[src/rtl/core/pgg_pkg.sv]
// ----------------------------------------------------------------------------
// pgg_pkg
// Shared types and constants for the polar gaussian generator.
// ----------------------------------------------------------------------------
package pgg_pkg;

  localparam int WORD_W  = 32;
  localparam int SUM_W   = 63;
  localparam int SQ_W    = 62;
  localparam int STEP_W  = 5;

  // 2 ln 2 in Q.31
  localparam logic [31:0] TWO_LN2_Q31 = 32'd2977044472;

  // datapath operations, one per cycle
  typedef enum logic [3:0] {
    OP_NONE,
    OP_LOAD,
    OP_SQA,
    OP_SQB,
    OP_NORM_INIT,
    OP_NORM,
    OP_LOG_INIT,
    OP_LOG,
    OP_TMUL,
    OP_TSUM,
    OP_ROOT,
    OP_ZA,
    OP_ZB,
    OP_SQZA,
    OP_SQZB,
    OP_STAT
  } op_t;

  typedef struct packed {
    op_t               op;
    logic [STEP_W-1:0] step;
  } cmd_t;

  typedef struct packed {
    logic reject;
    logic norm_done;
  } status_t;

endpackage

[src/rtl/core/pgg_ctrl.sv]
// ----------------------------------------------------------------------------
// pgg_ctrl
// Sequencer for the polar method: issues one datapath operation per cycle unless idle or stalled.
// ----------------------------------------------------------------------------
module pgg_ctrl (
  input  logic             clk,
  input  logic             rst_n,
  input  logic             in_valid,
  output logic             in_ready,
  output logic             out_valid,
  input  logic             out_ready,
  input  pgg_pkg::status_t status,
  output pgg_pkg::cmd_t    cmd
);
  import pgg_pkg::*;

  typedef enum logic [13:0] {
    S_IDLE  = 14'b00000000000001,
    S_SQA   = 14'b00000000000010,
    S_SQB   = 14'b00000000000100,
    S_CHECK = 14'b00000000001000,
    S_NORM  = 14'b00000000010000,
    S_LOG   = 14'b00000000100000,
    S_TMUL  = 14'b00000001000000,
    S_TSUM  = 14'b00000010000000,
    S_ROOT  = 14'b00000100000000,
    S_ZA    = 14'b00001000000000,
    S_ZB    = 14'b00010000000000,
    S_SQZA  = 14'b00100000000000,
    S_SQZB  = 14'b01000000000000,
    S_STAT  = 14'b10000000000000
  } state_t;

  state_t            state_r, state_nxt;
  logic [STEP_W-1:0] cnt_r, cnt_nxt;
  logic              out_valid_r, out_valid_nxt;
  logic              slot_free;

  assign slot_free = !out_valid_r || out_ready;
  assign in_ready  = state_r == S_IDLE;
  assign out_valid = out_valid_r;

  // next state and operation
  always_comb begin
    state_nxt     = state_r;
    cnt_nxt       = cnt_r;
    cmd.op        = OP_NONE;
    cmd.step      = cnt_r;
    out_valid_nxt = out_valid_r && !out_ready;
    unique case (state_r)
      S_IDLE: begin
        if (in_valid) begin
          cmd.op    = OP_LOAD;
          state_nxt = S_SQA;
        end
      end
      S_SQA: begin
        cmd.op    = OP_SQA;
        state_nxt = S_SQB;
      end
      S_SQB: begin
        cmd.op    = OP_SQB;
        state_nxt = S_CHECK;
      end
      S_CHECK: begin
        cmd.op    = OP_NORM_INIT;
        state_nxt = status.reject ? S_IDLE : S_NORM;
      end
      S_NORM: begin
        if (status.norm_done) begin
          cmd.op    = OP_LOG_INIT;
          cnt_nxt   = '0;
          state_nxt = S_LOG;
        end else begin
          cmd.op = OP_NORM;
        end
      end
      S_LOG: begin
        cmd.op  = OP_LOG;
        cnt_nxt = cnt_r + STEP_W'(1);
        if (&cnt_r) state_nxt = S_TMUL;
      end
      S_TMUL: begin
        cmd.op    = OP_TMUL;
        state_nxt = S_TSUM;
      end
      S_TSUM: begin
        cmd.op    = OP_TSUM;
        cnt_nxt   = '0;
        state_nxt = S_ROOT;
      end
      S_ROOT: begin
        cmd.op  = OP_ROOT;
        cnt_nxt = cnt_r + STEP_W'(1);
        if (&cnt_r) state_nxt = S_ZA;
      end
      S_ZA: begin
        cmd.op    = OP_ZA;
        state_nxt = S_ZB;
      end
      S_ZB: begin
        cmd.op    = OP_ZB;
        state_nxt = S_SQZA;
      end
      S_SQZA: begin
        cmd.op    = OP_SQZA;
        state_nxt = S_SQZB;
      end
      S_SQZB: begin
        cmd.op    = OP_SQZB;
        state_nxt = S_STAT;
      end
      S_STAT: begin
        // result register must be free before the stats move
        if (slot_free) begin
          cmd.op        = OP_STAT;
          out_valid_nxt = 1'b1;
          state_nxt     = S_IDLE;
        end
      end
      default: state_nxt = S_IDLE;
    endcase
  end

  always_ff @(posedge clk) begin
    if (!rst_n) begin
      state_r     <= S_IDLE;
      cnt_r       <= '0;
      out_valid_r <= 1'b0;
    end else begin
      state_r     <= state_nxt;
      cnt_r       <= cnt_nxt;
      out_valid_r <= out_valid_nxt;
    end
  end

endmodule

[config.mk]
export PLATFORM = sky130hd
export DESIGN_NAME = pgg_ctrl
export DESIGN_NICKNAME = d
export VERILOG_FILES = /design/src/rtl/core/pgg_pkg.sv /design/src/rtl/core/pgg_ctrl.sv
export SDC_FILE = /design/constraint.sdc
export NUM_CORES = 1
export LEC_CHECK = 0
export BUFFER_PORTS_ARGS = -buffer_cell sky130_fd_sc_hd__buf_4
export CORE_ASPECT_RATIO = 1.2
export CORE_MARGIN = 2
export CORE_UTILIZATION = 45
export DETAILED_ROUTE_END_ITERATION = 16
export SYNTH_ARGS = -nofsm -noshare
export SYNTH_HDL_FRONTEND = slang
export SYNTH_SLANG_ARGS = --single-unit
[constraint.sdc]
create_clock -name clk -period 3.13 [get_ports clk]
set_input_delay 0.313 -clock clk [delete_from_list [all_inputs] [get_ports clk]]
set_output_delay 0.313 -clock clk [all_outputs]
set_load 0.03 [all_outputs]
Yosys cells after proc, flatten, opt, wreduce, memory -nomap -nowiden --
Index checks and enable logic that the tools add are counted.
Storage, ports and cells: register bits after elaboration 20, logic and storage cells 47
Operators by class: add/sub/neg operators 1, equal/unequal tests 19, multiplexer cells 15, reduce and logical (&&, ||, !) cells 9
Operators with widths (count):
- 14-bit case mux with 14 select lines | 1
- 14-bit 2-to-1 mux | 5
- 4-bit case mux with 14 select lines | 1
- 5-bit case mux with 3 select lines | 1
- 14-bit by 1-bit equality test with 1-bit output (second input constant) | 1
- 14-bit by 10-bit equality test with 1-bit output (second input constant) | 1
- 14-bit by 11-bit equality test with 1-bit output (second input constant) | 1
- 14-bit by 12-bit equality test with 1-bit output (second input constant) | 1
- 14-bit by 13-bit equality test with 1-bit output (second input constant) | 1
- 14-bit equality test (second input constant) | 1
- 14-bit by 2-bit equality test with 1-bit output (second input constant) | 1
- 14-bit by 3-bit equality test with 1-bit output (second input constant) | 1
- 14-bit by 4-bit equality test with 1-bit output (second input constant) | 1
- 14-bit by 5-bit equality test with 1-bit output (second input constant) | 1
- 14-bit by 6-bit equality test with 1-bit output (second input constant) | 1
- 14-bit by 7-bit equality test with 1-bit output (second input constant) | 1
- 14-bit by 8-bit equality test with 1-bit output (second input constant) | 1
- 14-bit by 9-bit equality test with 1-bit output (second input constant) | 1
- 5-bit 2-to-1 mux | 2
- 2-bit != test (second input constant) | 5
- 5-bit AND reduction | 2
- 5-bit by 1-bit adder with 5-bit output (second input constant) | 1
- 4-bit 2-to-1 mux | 1
- 1-bit 2-to-1 mux | 3
- 7 further kinds | 8

Logic depth before layout (Yosys ltp) --
word-level depth 4, gate-level depth with buffers 8

Least setup slack after synthesis --
OpenSTA, ideal clock, no wires.
path kind reg-to-output, start point register state_r[11], end point output port cmd[5] in the netlist's numbering, arrival 2456 ps, required time 2817 ps, setup slack 361 ps, cell stages (with the launch flop) 7, path buffers 1, path through dfxtp_1 > clkbuf_1 > nor4_1 > nand2_1 > nor3_1 > a211oi_1 > nand3b_1
RTL lines:
- from (decl) | RTL line pgg_ctrl.sv:34 | state_t state_r, state_nxt;
- from (signal assigned) | RTL line pgg_ctrl.sv:131 | state_r <= state_nxt;
- to (decl) | RTL line pgg_ctrl.sv:13 | output pgg_pkg::cmd_t cmd

==> qor.txt <==
CTS root buf: clkbuf_4
Final setup viols: 0
Worst EP required: 2.82 ns
I/O pin count: 17
Net switching power: 0.0001430 W
FF+latch count, synth: 20
Unrepaired setup endpoints after global routing: no
Fin crit share: 0.9369
Fillcell total: 302
Total vias in the final route: 1301
Outcome: complete, no violations
Fin area: 1461 µm²
CP Capture Type: output port
Min-Delay Startpoint: rst_n
Initial DRC Count: 49
Hold Crit Class: in -> reg
CTS tree: yes
Port buffer count: 16
Clock power share: 0.386
Net Count, Synth: 182
Layout Nets: 188
Worst VDD drop: 0.2506 mV
Post-Syn Instances: 174
Reg2reg setup slack: 0.73 ns
Overall die height: 63.16 µm
Worst setup path class: reg -> out
Part of the power in registers: 0.468
Core area: 2785 µm²
Pin count of the biggest net entering global routing: 13
Setup Fix Bufs, Post-CTS: 0
Die width: 53.30 µm
Crit path time final: 2.933 ns
Die ar.: 3366 µm²
Placed Area: 1401 µm²
GR Overflow Total: 0
GP Congestion: 0.8661
Synthesized area: 1313 µm²
Worst Reg-to-Reg Cells: 6
Max clock buf depth: 2
Reg2Reg Launch Point: state_r[10]$_SDFFE_PN0P_
Post-route setup TNS: 0 ns
Startpoint types: flip-flop
Fin. max-slew vios: 0
Number of buffers created by CTS: 3
WHS Path Cells: 2
Fmax: 341.0 MHz
Area grow syn2layout: 11.34%
Sw Share: 0.2546
TritonCTS Sinks: 20
Layout cells sized above 1: 0.1788
Initial antenna violation count: 0
Fin. Hold Viols: 0
Mapped Avg Cell Area: 7.543 µm²
Avg WL per Cell: 15.71 µm
Sequential fraction of the synthesis area: 0.3051
First-pass GRT wire length: 5492 µm
Worst Hold Endpoint: state_r[0]$_SDFFE_PN1P_
Commonest non-fill, non-tap cell in the layout: nor2_1
Worst-path clk slew: 0.12 ns
Highest-count cells in the layout ignoring fill and taps: nor2_1, dfxtp_1, buf_4
Crit Path Max Fanout: 9
Number of global-route vias before repair: 1179
H-tree levels: 1
Final Skew: 0.002448 ns
Worst-margin pin slew: 0.8275 ns
Distinct cells, synth: 39
Post-DP HPWL: 2552 µm
Residual DRC: 0
DR pass1 iterations: 4
Max_slew headroom: 0.4432
Max cap viols: 0
Vias per cell: 6.108
Drt total wl: 3346 µm
Ant diodes: 0
Worst-skew pair later-pin latency: 0.31 ns
Number of cell rows: 21
Worst flop-to-flop path endpoint: state_r[0]$_SDFFE_PN1P_
Cell internal pwr: 0.0004185 W
Power per Cell Area: 384.2 nW/µm²
Final ANT Viol Nets: 0
Starting density of the core: 0.4712
Comb power frac: 0.146
Arr. time, crit path: 2.62 ns
Overall global routing resource usage: 0.2171
Synth warn: 0
P_leak: 0.5874 nW
==> layout make-up <==
cell class,count,area (µm²),area share
inverters,5,18.77,0.01284
clock inverters,1,30.03,0.02055
repair buffers,16,120.1,0.08219
clock buffers,3,22.52,0.01541
well taps,34,42.54,0.02911
multi-input cells,134,827.0,0.5659
flip-flops and latches,20,400.4,0.2740
==> flip-flops by register name, summed over array words and instances, names as in the netlist <==
signal     cells
out_valid      1
state_r       14
cnt_r          5
==> power by group through the flow <==
stage	combinational (W)	clock (W)	sequential, W
finish	0.0000818	0.000217	0.000263
global route	0.0000885	0.000233	0.000264
CTS	0.0000810	0.000219	0.000263
detailed placement	0.0000810	0	0.000269
global placement	0.0000807	0	0.000268
floorplan	0.0000611	0	0.000265
==> routing by layer <==
| layer | part of all wire | global-route usage | vias up |
|---|---|---|---|
| met1 | 0.44 | 0.2958 | 599 |
| met2 | 0.48 | 0.3426 | 49 |
| li1 | - | - | 641 |
| met3 | 0.053 | 0.01422 | 12 |
| met5 | 0 | 0 | - |
| met4 | 0.026 | 0.09615 | 0 |
==> worst max-delay path: stages (launching register included) <==
cell and delay (ns):
dfxtp_1 0.40, or4_1 0.64, nor2_1 0.33, nand2_1 0.17, o41ai_2 0.44, nand3b_1 0.17, buf_4 0.16
==> worst max path at each step <==
stage / endpoint / from / cells after the start / slack (ns)
after global placement: cmd[5] / state_r[7]$_SDFFE_PN0P_ / 6 / 0.52
after CTS: cmd[5] / state_r[7]$_SDFFE_PN0P_ / 6 / 0.12
final: cmd[5] / state_r[7]$_SDFFE_PN0P_ / 6 / 0.20
after global routing: cmd[5] / state_r[5]$_SDFFE_PN0P_ / 6 / 0.05
after detailed placement: cmd[5] / state_r[7]$_SDFFE_PN0P_ / 6 / 0.49
after floorplan: cmd[5] / state_r[11]$_SDFFE_PN0P_ / 6 / 0.36
==> stage by stage <==
stage	cells	worst slack, ns	hold slack (ns)	util	total power [W]
final	213	0.1974	0.2358	0.5247	0.0005615
after global routing	213	0.04838	0.2348	0.5247	0.0005848
after CTS	213	0.1243	0.2283	0.5220	0.0005632
after detailed placement	209	0.4906	0.4742	0.5031	0.0003496
after global placement	209	0.5205	0.4677	0.5031	0.0003488
after floorplan	174	0.3610	0.4512	-	0.0003257
==> logic make-up after synthesis <==
| group | share of synthesized area |
|---|---|
| adder cells (fa/ha/maj) | 0.01906 |
| XOR/XNOR | 0.03336 |
| AND/OR/NAND/NOR | 0.4080 |
| buffers and inverters | 0.07054 |
| flip-flops | 0.3050 |
| AO/OA/AOI/OAI | 0.1640 |
==> synth_stat cells, drive strengths merged <==
| master | n | share of area |
|---|---|---|
| o41ai | 1 | 0.0067 |
| ha | 2 | 0.019 |
| xor2 | 4 | 0.027 |
| nor3 | 11 | 0.042 |
| inv | 5 | 0.014 |
| buf | 4 | 0.025 |
| or2 | 1 | 0.0048 |
| a31oi | 2 | 0.0095 |
| a21oi | 9 | 0.043 |
| nand2 | 14 | 0.040 |
| nand3b | 3 | 0.017 |
| or4 | 6 | 0.040 |
| o211ai | 2 | 0.011 |
| nor2b | 6 | 0.029 |
| o21ai | 7 | 0.027 |
| xnor2 | 1 | 0.0067 |
| nor2 | 22 | 0.063 |
| a211oi | 2 | 0.015 |
| nor3b | 1 | 0.0057 |
| o221ai | 1 | 0.011 |
| clkbuf | 11 | 0.031 |
| a41oi | 1 | 0.012 |
| nand3 | 11 | 0.046 |
| and3 | 2 | 0.0095 |
| o22ai | 2 | 0.0095 |
| nand4 | 4 | 0.019 |
| nand2b | 2 | 0.0095 |
| nor4b | 1 | 0.0067 |
| o21a | 2 | 0.011 |
| and4b | 2 | 0.015 |
| dfxtp | 20 | 0.31 |
| nor4 | 8 | 0.038 |
| o311ai | 1 | 0.0067 |
| or4b | 3 | 0.023 |
==> repair_timing <==
| action | 4_1_cts | 5_1_grt |
|---|---|---|
| gates resized for setup | 0 | 1 |
| hold buffers | 0 | 0 |
| setup endpoints to repair | 0 | 2 |
Power figures use the tool's default switching activity.
